--- config.mk ---
export PLATFORM = sky130hd
export DESIGN_NAME = jkr_regs
export DESIGN_NICKNAME = d
export VERILOG_FILES = /design/src/hdl/jkr_pkg.sv /design/src/hdl/jkr_regs.sv
export SDC_FILE = /design/constraint.sdc
export NUM_CORES = 1
export LEC_CHECK = 0
export BUFFER_PORTS_ARGS = -buffer_cell sky130_fd_sc_hd__buf_2
export CORE_MARGIN = 5
export CORE_UTILIZATION = 25
export CTS_CLUSTER_DIAMETER = 30
export DETAILED_ROUTE_END_ITERATION = 8
export HOLD_SLACK_MARGIN = 0.1
export PLACE_DENSITY = 0.43
export SKIP_CTS_REPAIR_TIMING = 1
export SLEW_MARGIN = 15
export SYNTH_ARGS = -nofsm -noshare
export SYNTH_HDL_FRONTEND = slang
export SYNTH_SLANG_ARGS = --single-unit
--- constraint.sdc ---
create_clock -name clk_i -period 3.4 [get_ports clk_i]
set_input_delay 0.68 -clock clk_i [delete_from_list [all_inputs] [get_ports clk_i]]
set_output_delay 0.68 -clock clk_i [all_outputs]
set_load 0.03 [all_outputs]
--- src/hdl/jkr_pkg.sv ---
// ----------------------------------------------------------------------------
// jkr_pkg
// Shared types and constants of the JKISS ranged random block.
// ----------------------------------------------------------------------------
package jkr_pkg;

  localparam int WordW  = 32;
  localparam int CarryW = 30;
  localparam int AddrW  = 4;

  localparam logic [WordW-1:0] LcgMul = 32'd314527869;
  localparam logic [WordW-1:0] LcgAdd = 32'd1234567;
  localparam logic [WordW-1:0] MwcMul = 32'd4294584393;

  localparam logic [WordW-1:0]  RstSeedLcg   = 32'd123456789;
  localparam logic [WordW-1:0]  RstSeedXs    = 32'd987654321;
  localparam logic [WordW-1:0]  RstSeedMwc   = 32'd43219876;
  localparam logic [CarryW-1:0] RstSeedCarry = 30'd6543217;

  typedef enum logic [1:0] {
    RegSeedLcg   = 2'd0,
    RegSeedXs    = 2'd1,
    RegSeedMwc   = 2'd2,
    RegSeedCarry = 2'd3
  } reg_idx_e;

  typedef struct packed {
    logic [WordW-1:0]  lcg;
    logic [WordW-1:0]  xs;
    logic [WordW-1:0]  mwc;
    logic [CarryW-1:0] carry;
  } seed_t;

  // controller -> datapath
  typedef struct packed {
    logic load_bound;
    logic step;
    logic sum;
    logic scale;
  } cmd_t;

endpackage

--- src/hdl/jkr_regs.sv ---
// ----------------------------------------------------------------------------
// jkr_regs
// APB seed registers; a write reloads the generator state from all seeds.
// ----------------------------------------------------------------------------
module jkr_regs (
  input  logic                        clk_i,
  input  logic                        rst_ni,
  input  logic                        psel,
  input  logic                        penable,
  input  logic                        pwrite,
  input  logic [jkr_pkg::AddrW-1:0]   paddr,
  input  logic [jkr_pkg::WordW-1:0]   pwdata,
  output logic [jkr_pkg::WordW-1:0]   prdata,
  output logic                        pready,
  output jkr_pkg::seed_t              seed_d_o,
  output logic                        load_o
);

  jkr_pkg::seed_t   seed_q, seed_d;
  jkr_pkg::reg_idx_e idx;
  logic             wr;

  assign pready = 1'b1;
  assign idx    = jkr_pkg::reg_idx_e'(paddr[3:2]);
  assign wr     = psel & penable & pwrite;

  always_comb begin
    seed_d = seed_q;
    if (wr) begin
      unique case (idx)
        jkr_pkg::RegSeedLcg:   seed_d.lcg   = pwdata;
        jkr_pkg::RegSeedXs:    seed_d.xs    = pwdata;
        jkr_pkg::RegSeedMwc:   seed_d.mwc   = pwdata;
        jkr_pkg::RegSeedCarry: seed_d.carry = pwdata[jkr_pkg::CarryW-1:0];
        default:               seed_d       = seed_q;
      endcase
    end
  end

  always_comb begin
    unique case (idx)
      jkr_pkg::RegSeedLcg:   prdata = seed_q.lcg;
      jkr_pkg::RegSeedXs:    prdata = seed_q.xs;
      jkr_pkg::RegSeedMwc:   prdata = seed_q.mwc;
      jkr_pkg::RegSeedCarry: prdata = {{(jkr_pkg::WordW-jkr_pkg::CarryW){1'b0}},
                                       seed_q.carry};
      default:               prdata = '0;
    endcase
  end

  always_ff @(posedge clk_i or negedge rst_ni) begin
    if (!rst_ni) begin
      seed_q.lcg   <= jkr_pkg::RstSeedLcg;
      seed_q.xs    <= jkr_pkg::RstSeedXs;
      seed_q.mwc   <= jkr_pkg::RstSeedMwc;
      seed_q.carry <= jkr_pkg::RstSeedCarry;
    end else begin
      seed_q <= seed_d;
    end
  end

  assign seed_d_o = seed_d;
  assign load_o   = wr;

endmodule

==> impl_metrics.toml <==
[critical_path]
startpoint_type = "input port"
critical_path_required_ns = 2.72
r2r_start = "seed_q[115]"
cp_max_fo = 18
endpoint_kind = "output pin"
crit_path_end = "seed_d_o[101]"
reg2reg_depth = 1
path_class = "input port to output pin"
r2r-end = "seed_q[115]"
rrSetupSlack_ns = 2.59
startpoint = "pwrite"
crit_arrival_ns = 2.24

[synth]
synth-edff-count = 0
ys_warn_count = 0
synthTopCellsByCount = "92 x mux2_2, 65 x dfrtp_1, 61 x dfstp_2"
ys_types = 21
synthFlopType = "dfrtp_1"
syn_area_per_cell_sq_um = 18.0
yosys.area.top_type = "dfrtp_1"
ys_seq_area_frac = 0.563
syn_nets = 359
netlist_area_sq_mm = 0.00573
synth.most_common_cell = "mux2_2"
synth_seq_cells = 126
yosys-top-cells-area = "dfrtp_1 28%, dfstp_2 28%, mux2_2 18%"
postSynth.asyncResetShare = 1.00
synth_top_cell_area_share = 0.284
synthesis.instances = 318

[status]
status = "finished, final reports clean"

[timing]
grt_setup_unrepaired = "no"
slew_violations = 0
hold_violations = 0
worst_clock_skew_ns = 0
setup_violations = 0
hold_ws_ns = 0.178
fin_crit_ns = 2.92
max_freq_mhz = 343
tns_ns = 0
period_share = 0.858

[grt]
overflow = 0
grt.total_usage = 0.132
grt_max_degree = 67
grt_pass1_wl_um = 26200
antenna_found_initial = 0
grt_pass1_vias = 4228

[detailed_routing]
wl_per_cell_um = 20.7
drtAntennaViolNets = 0
routed-via-count = 3668
drt-total-wl_um = 17100
vias_per_cell = 4.46
route.detailed.drc = 0
first_pass_iters = 4
drtIter0Drc = 89

[die]
die_h_um = 161
placementRows = 55
initial_core_util = 0.253
dieArea_sq_mm = 0.0261
fp.coreArea_sq_mm = 0.0226
ios = 201
die_width_um = 161

[placed_design]
hpwl_um = 12100
numPortBuffers = 197
gp_congestion = 0.731

[job]
cap_violations = 0

[cts]
cts_root_buf = "clkbuf_16"
cts_tree = "built"
clk_pin_slew_ns = 0.06
clockBufferDepth = 2
htreeDepth = 4
worstSkewPairLatency_ns = 0.40
clkSinkCount = 126
numCtsBuffers = 17

[final_layout]
num-fill-cells = 2230
final_nets = 566
regArea_sq_mm = 0.00323
reg_top3 = "seed_q: 126 flops"
largest_reg_flops = 126
regMostFlops = "seed_q"
area_growth_pct = 33.1
drive_gt1_frac = 0.849
diodes = 0
multi_input_area_sq_mm = 0.00231

[power_and_ir_drop]
leakage_nw = 3.51
power.density_mw_per_mm2 = 824
peakVddDrop_v = 0.000316

[hold_path]
holdCritPathClass = "input port to async pin"
[cells by family (layout without fill, tap and decap cells)]
| kind of cell | after synthesis | after routing | synth area share |
|---|---|---|---|
| mux | 158 | 158 | 0.388 |
| buf+inv | 23 | 243 | 0.0356 |
| other cells | 1 | 1 | 0.000654 |
| flops | 126 | 126 | 0.563 |
| simple gates | 8 | 8 | 0.0105 |
| compound gates | 2 | 2 | 0.00175 |
[metrics by stage]
stage	power [mW]	instances	util	cell area [sq um]	setup slack, ns
finish	6.29	823	0.337	7630	0.484
global route	6.59	823	0.337	7630	0.365
CTS	6.40	823	0.337	7630	0.452
detailed placement	4.46	791	0.310	7020	0.451
global placement	4.44	791	0.310	7020	0.463
floorplan	3.77	318	-	5730	0.798
[power by group]
part,internal [mW],switching (mW)
Combinational,0.791,1.49
Sequential,1.97,0.165
Clock,1.18,0.700
[area by class of cell]
type,instances,area share
multi-input combinational,169,0.302
clock buffer,20,0.0585
clock inverter,12,0.0215
tap,285,0.0467
timing repair buffer,211,0.148
sequential,126,0.423
[layout by cell type (no fill, tap or decap)]
| cell | count |
|---|---|
| and3_1 | 1 |
| and3b_2 | 1 |
| buf_12 | 3 |
| buf_2 | 196 |
| buf_4 | 12 |
| bufinv_16 | 3 |
| clkbuf_1 | 2 |
| clkbuf_16 | 17 |
| clkbuf_8 | 1 |
| clkinv_4 | 5 |
| clkinvlp_4 | 4 |
| conb_1 | 1 |
| dfrtp_1 | 65 |
| dfstp_2 | 61 |
| mux2_1 | 4 |
| mux2_2 | 92 |
| mux2_4 | 30 |
| mux2i_1 | 2 |
| mux4_2 | 30 |
| nand2_1 | 2 |
| nand3_2 | 1 |
| nand3b_1 | 1 |
| nor2b_1 | 1 |
| nor3b_4 | 1 |
| o21ai_0 | 2 |
[worst max-delay path, cell delays in order]
cell and delay (ns):
buf_2 0.07, and3_1 0.30, nor3b_4 0.24, buf_4 0.35, mux2_2 0.40, buf_2 0.19
[routing by layer]
metal,vias to the layer above,part of all wire,GRT usage
met3,6,0.070,0.0521
met5,-,0,0
met1,1934,0.44,0.170
met4,0,0.0070,0.0279
met2,119,0.48,0.212
li1,1609,-,-
[how the worst min path moves through the flow]
stage                           from           to  slack, ns  depth (start not counted)
after floorplan               rst_ni  seed_q[100]       0.38                          0
after global placement    seed_q[58]   seed_q[58]       0.50                          1
after detailed placement  seed_q[59]   seed_q[59]       0.51                          1
after CTS                     rst_ni    seed_q[2]       0.17                          1
after global routing          rst_ni    seed_q[2]       0.17                          1
final                         rst_ni    seed_q[2]       0.18                          1
Note: power is estimated with default switching activity, not from simulation.
