<file path="config.mk">
export PLATFORM = sky130hd
export DESIGN_NAME = jkr_dp
export DESIGN_NICKNAME = d
export VERILOG_FILES = /design/src/hdl/jkr_pkg.sv /design/src/hdl/jkr_dp.sv
export SDC_FILE = /design/constraint.sdc
export NUM_CORES = 2
export LEC_CHECK = 0
export BUFFER_PORTS_ARGS = -buffer_cell sky130_fd_sc_hd__buf_4
export CORE_ASPECT_RATIO = 0.5
export CORE_MARGIN = 10
export CORE_UTILIZATION = 40
export CTS_BUF_LIST = sky130_fd_sc_hd__clkbuf_8
export DETAILED_ROUTE_END_ITERATION = 8
export GPL_ROUTABILITY_DRIVEN = 0
export RECOVER_POWER = 50
export SETUP_SLACK_MARGIN = 0.3
export SLEW_MARGIN = 20
export SYNTH_ARGS = -nofsm -noshare
export SYNTH_HDL_FRONTEND = slang
export SYNTH_SLANG_ARGS = --single-unit
export TNS_END_PERCENT = 10
</file>
<file path="constraint.sdc">
create_clock -name clk_i -period 8.86 [get_ports clk_i]
set_clock_uncertainty 0.1 [all_clocks]
set_input_delay 0.886 -clock clk_i [delete_from_list [all_inputs] [get_ports clk_i]]
set_output_delay 0.886 -clock clk_i [all_outputs]
set_load 0.005 [all_outputs]
</file>
<file path="src/hdl/jkr_pkg.sv">
// ----------------------------------------------------------------------------
// jkr_pkg
// Shared types and constants of the JKISS ranged random block.
// ----------------------------------------------------------------------------
package jkr_pkg;

  localparam int WordW  = 32;
  localparam int CarryW = 30;
  localparam int AddrW  = 4;

  localparam logic [WordW-1:0] LcgMul = 32'd314527869;
  localparam logic [WordW-1:0] LcgAdd = 32'd1234567;
  localparam logic [WordW-1:0] MwcMul = 32'd4294584393;

  localparam logic [WordW-1:0]  RstSeedLcg   = 32'd123456789;
  localparam logic [WordW-1:0]  RstSeedXs    = 32'd987654321;
  localparam logic [WordW-1:0]  RstSeedMwc   = 32'd43219876;
  localparam logic [CarryW-1:0] RstSeedCarry = 30'd6543217;

  typedef enum logic [1:0] {
    RegSeedLcg   = 2'd0,
    RegSeedXs    = 2'd1,
    RegSeedMwc   = 2'd2,
    RegSeedCarry = 2'd3
  } reg_idx_e;

  typedef struct packed {
    logic [WordW-1:0]  lcg;
    logic [WordW-1:0]  xs;
    logic [WordW-1:0]  mwc;
    logic [CarryW-1:0] carry;
  } seed_t;

  // controller -> datapath
  typedef struct packed {
    logic load_bound;
    logic step;
    logic sum;
    logic scale;
  } cmd_t;

endpackage

</file>
<file path="src/hdl/jkr_dp.sv">
// ----------------------------------------------------------------------------
// jkr_dp
// Generator state (LCG, xorshift, MWC), combining sum and bound scaling.
// ----------------------------------------------------------------------------
module jkr_dp (
  input  logic                       clk_i,
  input  logic                       rst_ni,
  input  jkr_pkg::cmd_t              cmd_i,
  input  jkr_pkg::seed_t             seed_i,
  input  logic                       load_i,
  input  logic [jkr_pkg::WordW-1:0]  bound_i,
  output logic [jkr_pkg::WordW-1:0]  value_o
);

  localparam int W = jkr_pkg::WordW;

  logic [W-1:0]   x_q, x_d, y_q, y_d, z_q, z_d, c_q, c_d;
  logic [W-1:0]   bound_q, sum_q, value_q;
  logic [W-1:0]   y1, y2;
  logic [2*W-1:0] mwc_t, scale_p;

  // xorshift 5 / 7 / 22
  assign y1 = y_q ^ (y_q << 5);
  assign y2 = y1 ^ (y1 >> 7);

  assign mwc_t   = (2*W)'(z_q) * (2*W)'(jkr_pkg::MwcMul) + (2*W)'(c_q);
  assign scale_p = (2*W)'(sum_q) * (2*W)'(bound_q);

  always_comb begin
    x_d = x_q;
    y_d = y_q;
    z_d = z_q;
    c_d = c_q;
    priority if (load_i) begin
      x_d = seed_i.lcg;
      y_d = seed_i.xs;
      z_d = seed_i.mwc;
      c_d = W'(seed_i.carry);
    end else if (cmd_i.step) begin
      x_d = W'(x_q * jkr_pkg::LcgMul) + jkr_pkg::LcgAdd;
      y_d = y2 ^ (y2 << 22);
      z_d = mwc_t[W-1:0];
      c_d = mwc_t[2*W-1:W];
    end
  end

  always_ff @(posedge clk_i or negedge rst_ni) begin
    if (!rst_ni) begin
      x_q <= jkr_pkg::RstSeedLcg;
      y_q <= jkr_pkg::RstSeedXs;
      z_q <= jkr_pkg::RstSeedMwc;
      c_q <= W'(jkr_pkg::RstSeedCarry);
    end else begin
      x_q <= x_d;
      y_q <= y_d;
      z_q <= z_d;
      c_q <= c_d;
    end
  end

  always_ff @(posedge clk_i) begin
    if (cmd_i.load_bound) bound_q <= bound_i;
    if (cmd_i.sum)        sum_q   <= x_q + y_q + z_q;
    if (cmd_i.scale)      value_q <= scale_p[2*W-1:W];
  end

  assign value_o = value_q;

  a_xs_nonzero: assert property (@(posedge clk_i) disable iff (!rst_ni)
    (cmd_i.step && !load_i && (y_q != '0)) |=> (y_q != '0))
    else $error("xorshift word collapsed to zero");

  a_load_state: assert property (@(posedge clk_i) disable iff (!rst_ni)
    load_i |=> ((x_q == $past(seed_i.lcg)) && (c_q == W'($past(seed_i.carry)))))
    else $error("seed reload did not reach generator state");

endmodule

</file>
==> reports/qor.csv <==
stage;metric;value;unit
outcome;run_status;complete, but fails checks;
outcome;violations;max-capacitance violations, max-slew violations;
yosys;avgSynthCellArea;9.84;um^2
yosys;synthesis.area;70900;um^2
floorplan;die_h;318;um
cts;clkTransAtPathRegs;0.07;ns
hold_path;hp-class;input pin to flop;
yosys;synth_top_family_by_area;adder cells;
finish;drive_above_1_share;7.69;%
detailed_routing;drt_iter0_drc;3746;
sta;rsz0062_at_grt;yes;
detailed_routing;via_per_inst;5.06;
setup_path;start_kind;flop;
setup_path;reg2reg_from;bound_q[24]$_DFFE_PP_;
floorplan;die_area;195000;um^2
detailed_routing;drt-total-wl;211000;um
setup_path;crit_required;9.25;ns
floorplan;ios;197;
sta;period_needed;8.32;ns
sta;slew_headroom;-208;%
yosys;synth_compound_area_share;6.04;%
yosys;synth_cell_types;83;
floorplan;rows;109;
yosys;yosysSeqAreaShare;8.70;%
cts;cts_root_buf;clkbuf_8;
yosys;synthCells;7204;
sta;period_share;93.9;%
yosys;ys_seq_elements;224;
yosys;synth_mux_area_share;1.04;%
sta;tightestPinTransition;4.62;ns
sta;setup_viol;0;
sta;maxSlewViolCount;230;
yosys;synth_fp_nets;9809;
global_routing;grt_pass1_wl;327000;um
flow_run;cap_viol_max_count;5;
detailed_routing;ant_nets;0;
yosys;synth_top_area_share;43.8;%
yosys;synth_xor_area_share;3.23;%
floorplan;core_area;176000;um^2
setup_path;path_class;flop to flop;
yosys;synth_area_leaders;fa_1, ha_1, inv_1, and2_1, edfxtp_1;
detailed_routing;drtPass1Iterations;5;
setup_path;crit_arrival;8.70;ns
placement;place_hpwl;177000;um
yosys;yosysWarnings;0;
global_routing;grt_max_degree;81;
cts;ctsLongestPathBuffers;3;
yosys;synth_flop_cell;edfxtp_1;
global_routing;grt_usage;21.5;%
detailed_routing;num_vias;49700;
yosys;synthSimpleGateAreaFrac;10.9;%
setup_path;crit_start;bound_q[24]$_DFFE_PP_;
cts;cts_tree;yes;
floorplan;start_util;40.2;%
detailed_routing;drc;0;
cts;cts-buffers-inserted;48;
placement;port-buffer-count;196;
setup_path;endpoint_kind;flop;
cts;h-tree-depth;2;
global_routing;grt_pass1_vias;53300;
hold_path;min_from;bound_i[0];
yosys;synth_edf_count;96;
sta;setup_tns;0;ns
setup_path;timing.critical_path.fanout_max;11;
finish;layout.nets;10000;
global_routing;antenna_found_initial;9;
yosys;synth_fa_ha_area_share;59.5;%
floorplan;dieWidth;615;um
global_routing;overflow;0;
finish;final_common_cell;inv_1;
cts;clkSinkCount;224;
detailed_routing;wl_per_cell;21.5;um
finish;areaGrowthSynthToFinish;9.38;%
finish;layout_common_cells;inv_1, fa_1, ha_1, nand2_1, and2_1;
cts;clock_latency;0.76;ns
sta;finalHoldViolCount;0;
yosys;synth_top_area_cell;fa_1;
sta;max_freq;120;MHz
yosys;async_flop_share;57.1;%
area by class of cell:
cell class                 instances  area, um^2
clock inverter                    31         310
multi-input combinational       4981       57200
tap                             2386        2990
timing repair buffer             404        3490
inverter                        1743        6540
fill                           17000       98800
clock buffer                      58         798
sequential                       224        6160
antenna                            4        10.0
Yosys cell counts (83+ instances only):
cell,n
fa_1,1550
and2_1,610
xnor2_1,187
clkbuf_1,245
nand2_1,641
nor2_1,104
a21o_1,83
o21ai_0,161
inv_1,1743
a21oi_1,172
edfxtp_1,96
ha_1,890
flip-flops by register name (all words and copies together) (netlist names):
register and count:
bound_q 32, c_q 32, sum_q 32, y_q 32, value_o 32, x_q 32
z_q 32
logic make-up (layout without fill, tap and decap cells):
logic type | Yosys count | count (layout)
AOI/OAI and AO/OA | 668 | 668
DFF | 224 | 224
buffers and inverters | 1999 | 2236
and+or+nand+nor | 1540 | 1540
xor gates and xnor gates | 261 | 261
muxes | 72 | 72
other | 0 | 4
adders and majority gates | 2440 | 2440
layer usage:
layer	GRT usage, %	wire length [um]	vias to the layer above
met1	30.4	94000	25800
met2	34.1	95800	1440
met5	0	28	-
met3	3.91	15000	259
li1	-	-	22300
met4	5.69	6300	4
per-stage QoR:
step           util, %  std cells  cell area, um^2  hold slack (ns)  setup WS (ns)
2_1_floorplan        -       7204            70900            0.374           1.57
3_3_place_gp      42.9       9685            75700            0.446          0.481
3_5_place_dp      42.9       9685            75700            0.461          0.422
4_1_cts           43.6       9774            76800           0.0618          0.362
5_1_grt           44.0       9829            77500            0.182          0.253
6_report          44.0       9831            77500            0.212          0.544
worst max-delay path, cell delays in order (launching register included):
cell      delay, ns
edfxtp_1       0.86
nand2_1        0.17
fa_1           0.55
inv_1          0.06
fa_1           0.48
fa_1           0.68
fa_1           0.48
fa_1           0.51
fa_1           0.43
fa_1           0.49
inv_1          0.05
fa_1           0.53
inv_1          0.06
ha_1           0.40
nand2_1        0.09
or4_1          0.50
a2111o_1       0.53
a21oi_2        0.40
o21ai_4        0.18
o21bai_1       0.22
a21oi_1        0.11
xnor2_1        0.13
path summary, 6_finish.rpt:
check | to | slack [ns] | cells past startpoint
worst max-delay path | value_o[21]$_DFFE_PP_ | 0.54 | 21
worst min-delay path | bound_q[0]$_DFFE_PP_ | 0.21 | 1
worst max register to register | value_o[21]$_DFFE_PP_ | 0.54 | 21
worst min register to register | c_q[0]$_DFFE_PN1P_ | 0.48 | 2
max in group asynchronous | x_q[27]$_DFFE_PN0P_ | 2.40 | 2
min in group asynchronous | z_q[4]$_DFFE_PN0P_ | 1.68 | 1
what timing repair did:
item | in CTS | in global routing
resized for setup | 0 | 1
endpoints found under the setup margin | 0 | 15
setup buffers | 0 | 53
hold buffers | 0 | 0
Power is left out: the tool's default activity adds up to more than one toggle a clock period on the data nets, which glitch-free logic cannot reach.
