### config.mk
export PLATFORM = sky130hd
export DESIGN_NAME = jkr_ctrl
export DESIGN_NICKNAME = d
export VERILOG_FILES = /design/src/hdl/jkr_pkg.sv /design/src/hdl/jkr_ctrl.sv
export SDC_FILE = /design/constraint.sdc
export NUM_CORES = 1
export LEC_CHECK = 0
export ABC_AREA = 1
export BUFFER_PORTS_ARGS = -buffer_cell sky130_fd_sc_hd__buf_4
export CORE_AREA = 2 2 39 41
export CTS_CLUSTER_DIAMETER = 40
export DETAILED_ROUTE_END_ITERATION = 6
export DIE_AREA = 0 0 41 43
export SLEW_MARGIN = 20
export SYNTH_ARGS = -nofsm -noshare
export SYNTH_HDL_FRONTEND = slang
export SYNTH_SLANG_ARGS = --single-unit
### constraint.sdc
create_clock -name clk_i -period 1.25 [get_ports clk_i]
set_clock_uncertainty 0.2 [all_clocks]
set_input_delay 0.375 -clock clk_i [delete_from_list [all_inputs] [get_ports clk_i]]
set_output_delay 0.375 -clock clk_i [all_outputs]
set_load 0.01 [all_outputs]
### src/hdl/jkr_pkg.sv
// ----------------------------------------------------------------------------
// jkr_pkg
// Shared types and constants of the JKISS ranged random block.
// ----------------------------------------------------------------------------
package jkr_pkg;

  localparam int WordW  = 32;
  localparam int CarryW = 30;
  localparam int AddrW  = 4;

  localparam logic [WordW-1:0] LcgMul = 32'd314527869;
  localparam logic [WordW-1:0] LcgAdd = 32'd1234567;
  localparam logic [WordW-1:0] MwcMul = 32'd4294584393;

  localparam logic [WordW-1:0]  RstSeedLcg   = 32'd123456789;
  localparam logic [WordW-1:0]  RstSeedXs    = 32'd987654321;
  localparam logic [WordW-1:0]  RstSeedMwc   = 32'd43219876;
  localparam logic [CarryW-1:0] RstSeedCarry = 30'd6543217;

  typedef enum logic [1:0] {
    RegSeedLcg   = 2'd0,
    RegSeedXs    = 2'd1,
    RegSeedMwc   = 2'd2,
    RegSeedCarry = 2'd3
  } reg_idx_e;

  typedef struct packed {
    logic [WordW-1:0]  lcg;
    logic [WordW-1:0]  xs;
    logic [WordW-1:0]  mwc;
    logic [CarryW-1:0] carry;
  } seed_t;

  // controller -> datapath
  typedef struct packed {
    logic load_bound;
    logic step;
    logic sum;
    logic scale;
  } cmd_t;

endpackage

### src/hdl/jkr_ctrl.sv
// ----------------------------------------------------------------------------
// jkr_ctrl
// Sequencer: accept bound, step generators, sum, scale into output register.
// ----------------------------------------------------------------------------
module jkr_ctrl (
  input  logic           clk_i,
  input  logic           rst_ni,
  input  logic           in_valid_i,
  input  logic           out_ready_i,
  output logic           in_ready_o,
  output logic           out_valid_o,
  output jkr_pkg::cmd_t  cmd_o
);

  typedef enum logic [3:0] {
    StIdle = 4'b0001,
    StStep = 4'b0010,
    StSum  = 4'b0100,
    StMul  = 4'b1000
  } state_e;

  state_e        state_q, state_d;
  logic          out_valid_q, out_valid_d;
  jkr_pkg::cmd_t cmd;

  always_comb begin
    state_d    = state_q;
    cmd        = '0;
    in_ready_o = 1'b0;
    unique case (state_q)
      StIdle: begin
        in_ready_o = 1'b1;
        if (in_valid_i) begin
          cmd.load_bound = 1'b1;
          state_d        = StStep;
        end
      end
      StStep: begin
        cmd.step = 1'b1;
        state_d  = StSum;
      end
      StSum: begin
        cmd.sum = 1'b1;
        state_d = StMul;
      end
      StMul: begin
        // wait for a free output register
        if (!out_valid_q || out_ready_i) begin
          cmd.scale = 1'b1;
          state_d   = StIdle;
        end
      end
      default: state_d = StIdle;
    endcase
  end

  always_comb begin
    priority if (cmd.scale) out_valid_d = 1'b1;
    else if (out_ready_i)   out_valid_d = 1'b0;
    else                    out_valid_d = out_valid_q;
  end

  always_ff @(posedge clk_i or negedge rst_ni) begin
    if (!rst_ni) begin
      state_q     <= StIdle;
      out_valid_q <= 1'b0;
    end else begin
      state_q     <= state_d;
      out_valid_q <= out_valid_d;
    end
  end

  assign out_valid_o = out_valid_q;
  assign cmd_o       = cmd;

  a_accept_steps: assert property (@(posedge clk_i) disable iff (!rst_ni)
    (in_valid_i && in_ready_o) |=> cmd.step)
    else $error("accepted beat not followed by generator step");

  a_step_sum: assert property (@(posedge clk_i) disable iff (!rst_ni)
    cmd.step |=> cmd.sum)
    else $error("generator step not followed by sum");

  a_scale_valid: assert property (@(posedge clk_i) disable iff (!rst_ni)
    cmd.scale |=> (out_valid_q && in_ready_o))
    else $error("scaled result not presented");

  a_no_overwrite: assert property (@(posedge clk_i) disable iff (!rst_ni)
    (cmd.scale && out_valid_q) |-> out_ready_i)
    else $error("output register overwritten before taken");

endmodule

==> results.yml, run 1 <==
final_layout:
  drive_gt1_frac: 0.661
  fin_area_um2: 497
  finish.net_count: 61
  finish.cell_count_without_fillers: 72
  antenna_cells_inserted: 0
  area_delta_synth_final_pct: 88.2
  post-route-util: 0.359
clock_tree:
  cts_num_sinks: 5
  longest_clk_path_bufs: 2
  cts-buffers-inserted: 3
  latest_clock_arrival_within_the_worst_skew_pair_ps: 240
  clock_pin_slew_on_the_worst_setup_and_hold_paths_ps: 40
  cts.root.buffer_cell: "clkbuf_4"
  cts_max_level: 1
  tritoncts_clock_tree: "yes"
floorplanning:
  core_area_mm2: 0.00138
  row_count: 14
  die-area_mm2: 0.00176
  num_io_pins: 10
  chipHeight_um: 43
  floorplan.die.width_um: 41
  initial_utilization: 0.191
detailed_routing:
  number_of_vias_after_detailed_routing: 280
  route.antenna.remaining_nets: 0
  totalWireLength_um: 612
  wl_per_cell_um: 8.50
  drt_pass1_iterations: 2
  routed_via_density: 3.89
  initialDrtViolationCount: 1
  remaining_drc_errors: 0
logic_synthesis:
  post_synth_inst_count: 34
  ys_warn_count: 0
  most_area_consuming_cells_after_synthesis: "dfrtp_1 (38%), inv_1 (11%), dfstp_2 (10%), nor2_1 (10%), nand3_1 (5.7%)"
  synth_area_um2: 264
  ys_seq_area_frac: 0.479
  postSynthRegisterBits: 5
  average_cell_area_after_synthesis_um2: 7.76
  synth_top_area_cell: "dfrtp_1"
  synth.top_cell.area_share: 0.379
  synth.lib_cells_used.distinct: 12
  synthesis.nets: 38
run_status:
  failed_checks: "negative setup slack"
  status: "finished with violations"
timing:
  tightest_slew_ps: 139
  timing.setup.tns_ps: -2920
  grt_setup_unrepaired: "true"
  count_of_pins_over_their_slew_limit: 0
  fin_ws_ps: -508
  hold_viol_final: 0
  fmaxAchievable_ghz: 0.569
  final_min_period_over_clock_period: 1.41
  fin_crit_ps: 1760
  setup_viol: 9
  timing.slew.headroom: 0.908
critical_path:
  worst-endpoint-required_ps: 680
  critical_path_peak_fanout: 2
  ff2ff_setup_slack_ps: -250
  start_kind: "flop"
  crit_arrival_ps: 1180
  timing.setup.critical_path_class: "reg2out"
  critical_path.endpoint_type: "primary output"
global_route:
  grt_remaining_overflow: 0
  number_of_antenna_violations_at_the_first_check_in_global_routing: 0
  grt_pass1_wl_mm: 1.08
  maximum_number_of_pins_on_one_net_before_global_route_repair: 6
  globalRouteTotalUtil: 0.0970
  grt_pass1_vias: 302
placement:
  place_hpwl_um: 473
  port_buffers: 9
  post_dp_cell_area_um2: 404
  routabilityCongestion: 0.625
  placedCellCount: 64
pwr:
  power_density_mw_per_mm2: 2140
  vdd.ir_drop.worst_v: 0.000950
  leakagePower_nw: 0.275
  report.power.total_w: 0.00106
worst_hold_path:
  hold_path.class: "in2async"
job:
  max_cap_violations: 0
==> routing by layer <==
| metal | GRT usage | wire length (um) | up-vias |
|---|---|---|---|
| li1 | - | - | 140 |
| met1 | 0.0820 | 187 | 129 |
| met2 | 0.166 | 370 | 8 |
| met3 | 0.0314 | 32 | 3 |
| met4 | 0.0800 | 21 | 0 |
| met5 | 0 | 0 | - |
==> power by group <==
part           switching (W)  total [W]  internal (W)
logic               0.000269   0.000623      0.000354
registers          0.0000366   0.000256      0.000219
clock network      0.0000655   0.000186      0.000121
total               0.000371    0.00106      0.000694
==> placed cells by master (no fill, tap or decap) <==
| master | n |
|---|---|
| buf_4 | 13 |
| inv_1 | 6 |
| buf_6 | 6 |
| nor2_2 | 4 |
| nor2_1 | 4 |
| dfrtp_1 | 4 |
| clkbuf_4 | 3 |
| inv_2 | 2 |
| nand2_2 | 2 |
| nand2_1 | 2 |
| nand3_2 | 2 |
| nand3_1 | 1 |
| clkinv_2 | 1 |
| nor2_4 | 1 |
| o21ai_2 | 1 |
| a21oi_2 | 1 |
| clkbuf_1 | 1 |
| dlygate4sd3_1 | 1 |
| dfstp_2 | 1 |
==> cell usage after synthesis, drive strengths merged <==
cell type  count
buf            2
nor2           9
a21oi          1
dfrtp          4
dfstp          1
nand2          4
nand3          3
inv            8
o21ai          1
clkinv         1
==> worst paths after layout <==
kind                                             start                     end  cells past startpoint
worst max-delay path            state_q[0]$_DFFE_PN1P_                cmd_o[0]                      5
worst min register to register  state_q[2]$_DFFE_PN0P_  state_q[3]$_DFFE_PN0P_                      4
min in group clk_i                          in_valid_i  state_q[0]$_DFFE_PN1P_                      5
worst max register to register  state_q[0]$_DFFE_PN1P_  state_q[0]$_DFFE_PN1P_                      8
worst min-delay path                            rst_ni  state_q[2]$_DFFE_PN0P_                      2
max in group asynchronous                       rst_ni  state_q[0]$_DFFE_PN1P_                      2
==> state kept, by name (all words and copies together) (netlist names) <==
register     cells
out_valid_o      1
state_q          4
==> layout make-up <==
type,instances,area (um^2)
clock buffer,4,26.3
sequential,5,126
fill,157,887
multi-input combinational,18,114
timing repair buffer,20,175
tap,16,20.0
inverter,9,35.0
==> repair_timing <==
action                                  in CTS  in global routing
resized for setup                            6                  4
hold buffers                                 1                  0
buffers inserted                             2                  1
endpoints found under the hold margin        5                  0
pin swaps                                    1                  1
endpoints found under the setup margin       8                 10
==> stage by stage <==
stage          setup slack (ps)  hold WS (ps)
3_3_place_gp               -266         -22.7
4_1_cts                    -512           273
3_5_place_dp               -280         -21.4
6_report                   -508           270
2_1_floorplan              -163          -121
5_1_grt                    -572           272
==> worst max-delay path, cell delays in order (launching register included) <==
cell and delay (ps):
dfstp_2 370, buf_4 130, nor2_2 120, nand3_2 100
nor2_1 110, buf_4 120
==> cell families after synthesis <==
| family | Yosys count | share of synthesized area |
|---|---|---|
| AO/OA/AOI/OAI | 2 | 0.0521 |
| buffers and inverters | 11 | 0.190 |
| AND/OR/NAND/NOR | 16 | 0.280 |
| flip-flops | 5 | 0.479 |
(Power assumes the default switching activity.)
==> run 2, diff against run 1 <==
--- a/config.mk
+++ b/config.mk
@@ -5,7 +5,6 @@
 export SDC_FILE = /design/constraint.sdc
 export NUM_CORES = 1
 export LEC_CHECK = 0
-export ABC_AREA = 1
 export BUFFER_PORTS_ARGS = -buffer_cell sky130_fd_sc_hd__buf_4
 export CORE_AREA = 2 2 39 41
 export CTS_CLUSTER_DIAMETER = 40
==> results.yml, run 2 <==
run_status:
  status: "finished with violations"
  failed_checks: "negative setup slack"
logic_synthesis:
  most_area_consuming_cells_after_synthesis: "dfrtp_1 (36%), dfstp_2 (9.5%), buf_4 (5.5%), nor3b_1 (5.5%), or4b_4 (5.0%)"
  synth_top_area_cell: "dfrtp_1"
  synth_area_um2: 275
  synth.most_common_cell: "dfrtp_1"
  synth_enable_flop_cells: 0
  ys_warn_count: 0
  postSynthRegisterBits: 5
  post_synth_inst_count: 26
  synth.top_cell.area_share: 0.364
  yosys-top-cells-count: "dfrtp_1 (4), and2_1 (2), buf_4 (2), nor2b_1 (2), nor3b_1 (2)"
  synthesis.nets: 30
  ys_seq_area_frac: 0.459
  synth.lib_cells_used.distinct: 19
  asyncSetResetFlopFracSynth: 1.00
  postSynth.topFlopCell: "dfrtp_1"
  average_cell_area_after_synthesis_um2: 10.6
final_layout:
  post-route-util: 0.401
  multiInputGateArea_um2: 169
  drive_gt1_frac: 0.679
  largest_register_ffs: 4
  area_delta_synth_final_pct: 102
  layout.filler_cells: 141
  fin_area_um2: 556
  layout_commonest_cell: "buf_4"
  antenna_cells_inserted: 0
  register_area_um2: 128
  finish.net_count: 58
  top_register: "state_q"
  layout_common_cells: "buf_4 (18), buf_6 (6), clkbuf_4 (3), dfrtp_1 (3)"
detailed_routing:
  number_of_vias_after_detailed_routing: 292
  drt_pass1_iterations: 2
  remaining_drc_errors: 0
  route.antenna.remaining_nets: 0
  wl_per_cell_um: 10.4
  routed_via_density: 4.23
  initialDrtViolationCount: 1
  totalWireLength_um: 721
placement:
  post_dp_cell_area_um2: 434
  port_buffers: 9
  routabilityCongestion: 0.707
  place_hpwl_um: 503
critical_path:
  max_stage_delay_ps: 520
  crit_arrival_ps: 1360
  cp.buffers_inverters: 1
  cp_cell_sequence: "or4b_4 > nor2_1 > buf_4"
  timing.setup.critical_path_class: "reg2out"
  start_kind: "flop"
  critical_path.endpoint_type: "primary output"
  worst_path_max_delay_cell: "or4b_4"
  path_delay_family: "simple AND/OR/NAND/NOR gates"
  critical_path_peak_fanout: 2
  worst-endpoint-required_ps: 680
pwr:
  leakagePower_nw: 0.275
  power_density_mw_per_mm2: 1750
  vdd.ir_drop.worst_v: 0.000939
clock_tree:
  latest_clock_arrival_within_the_worst_skew_pair_ps: 240
  clock_pin_slew_on_the_worst_setup_and_hold_paths_ps: 40
  cts_num_sinks: 5
  cts.root.buffer_cell: "clkbuf_4"
  tritoncts_clock_tree: "yes"
  cts-buffers-inserted: 3
  cts_max_level: 1
  longest_clk_path_bufs: 2
global_route:
  number_of_antenna_violations_at_the_first_check_in_global_routing: 0
  globalRouteTotalUtil: 0.119
  grt_remaining_overflow: 0
  grt_pass1_wl_mm: 1.31
  maximum_number_of_pins_on_one_net_before_global_route_repair: 7
  grt_pass1_vias: 300
timing:
  hold_viol_final: 0
  count_of_pins_over_their_slew_limit: 0
  timing.setup.tns_ps: -4390
  final_min_period_over_clock_period: 1.55
  tightest_slew_ps: 216
  grt_setup_unrepaired: "true"
  fin_ws_ps: -690
  fin_crit_ps: 1940
  fin_worst_hold_slack_ps: 164
  timing.slew.headroom: 0.855
  setup_viol: 11
  fmaxAchievable_ghz: 0.515
floorplanning:
  core_area_mm2: 0.00138
  num_io_pins: 10
  initial_utilization: 0.199
  chipHeight_um: 43
  floorplan.die.width_um: 41
  row_count: 14
  die-area_mm2: 0.00176
worst_hold_path:
  hold_path.class: "in2reg"
job:
  max_cap_violations: 0
-- run 2: cell count changes after synthesis, sizes merged, moves of 2 or more --
cell	before	now
inv	8	0
nor2	9	1
nand2	4	1
nand3	3	0
and2	0	2
nor2b	0	2
nor3b	0	2
-- run 2: metal layers --
layer	vias up	wire length [um]	GRT usage
met5	-	0	0
met4	0	0	0.0800
met3	0	42	0.0628
met2	8	343	0.150
met1	137	335	0.150
li1	147	-	-
-- run 2: area by class of cell --
cell class	instances	share of cell area
sequential	5	0.230
multi-input combinational	19	0.304
clock buffer	4	0.0473
timing repair buffer	25	0.383
tap	16	0.0360
-- run 2: logic make-up after synthesis --
| kind of cell | Yosys count | share of synthesized area |
|---|---|---|
| AOI/OAI and AO/OA | 4 | 0.105 |
| and+or+nand+nor | 15 | 0.382 |
| DFF | 5 | 0.459 |
| buffers and inverters | 2 | 0.0545 |
-- run 2: path summary, 6_finish.rpt --
path                       cells past startpoint                endpoint                   start  slack (ps)
max                                            3                cmd_o[0]  state_q[1]$_DFFE_PN0P_        -690
min                                            2  state_q[1]$_DFFE_PN0P_              in_valid_i         160
max reg2reg                                    5  state_q[0]$_DFFE_PN1P_  state_q[1]$_DFFE_PN0P_        -460
min reg2reg                                    1  state_q[0]$_DFFE_PN1P_  state_q[3]$_DFFE_PN0P_         380
max in group asynchronous                      2  state_q[0]$_DFFE_PN1P_                  rst_ni         380
min in group asynchronous                      2  state_q[3]$_DFFE_PN0P_                  rst_ni         270
-- run 2: metrics by stage --
| stage | power (W) | setup WS (ps) | cells |
|---|---|---|---|
| 2_1_floorplan | 0.000434 | -471 | 26 |
| 3_3_place_gp | 0.000672 | -422 | 59 |
| 3_5_place_dp | 0.000676 | -436 | 59 |
| 4_1_cts | 0.000900 | -710 | 66 |
| 5_1_grt | 0.00106 | -744 | 69 |
| 6_report | 0.000971 | -690 | 69 |
-- run 2: repair_timing --
| action | CTS | global route |
|---|---|---|
| endpoints found under the hold margin | 5 | 0 |
| hold buffers | 1 | 0 |
| pin swaps | 0 | 1 |
| endpoints found under the setup margin | 11 | 11 |
| buffers inserted | 2 | 4 |
| resized for setup | 6 | 7 |
-- run 2: report_power, final --
part           internal [W]  total (W)  leakage [nW]  switching [W]
logic              0.000333   0.000531         0.197       0.000198
clock network      0.000121   0.000192        0.0150      0.0000709
registers          0.000215   0.000248        0.0634      0.0000332
total              0.000669   0.000971         0.275       0.000302
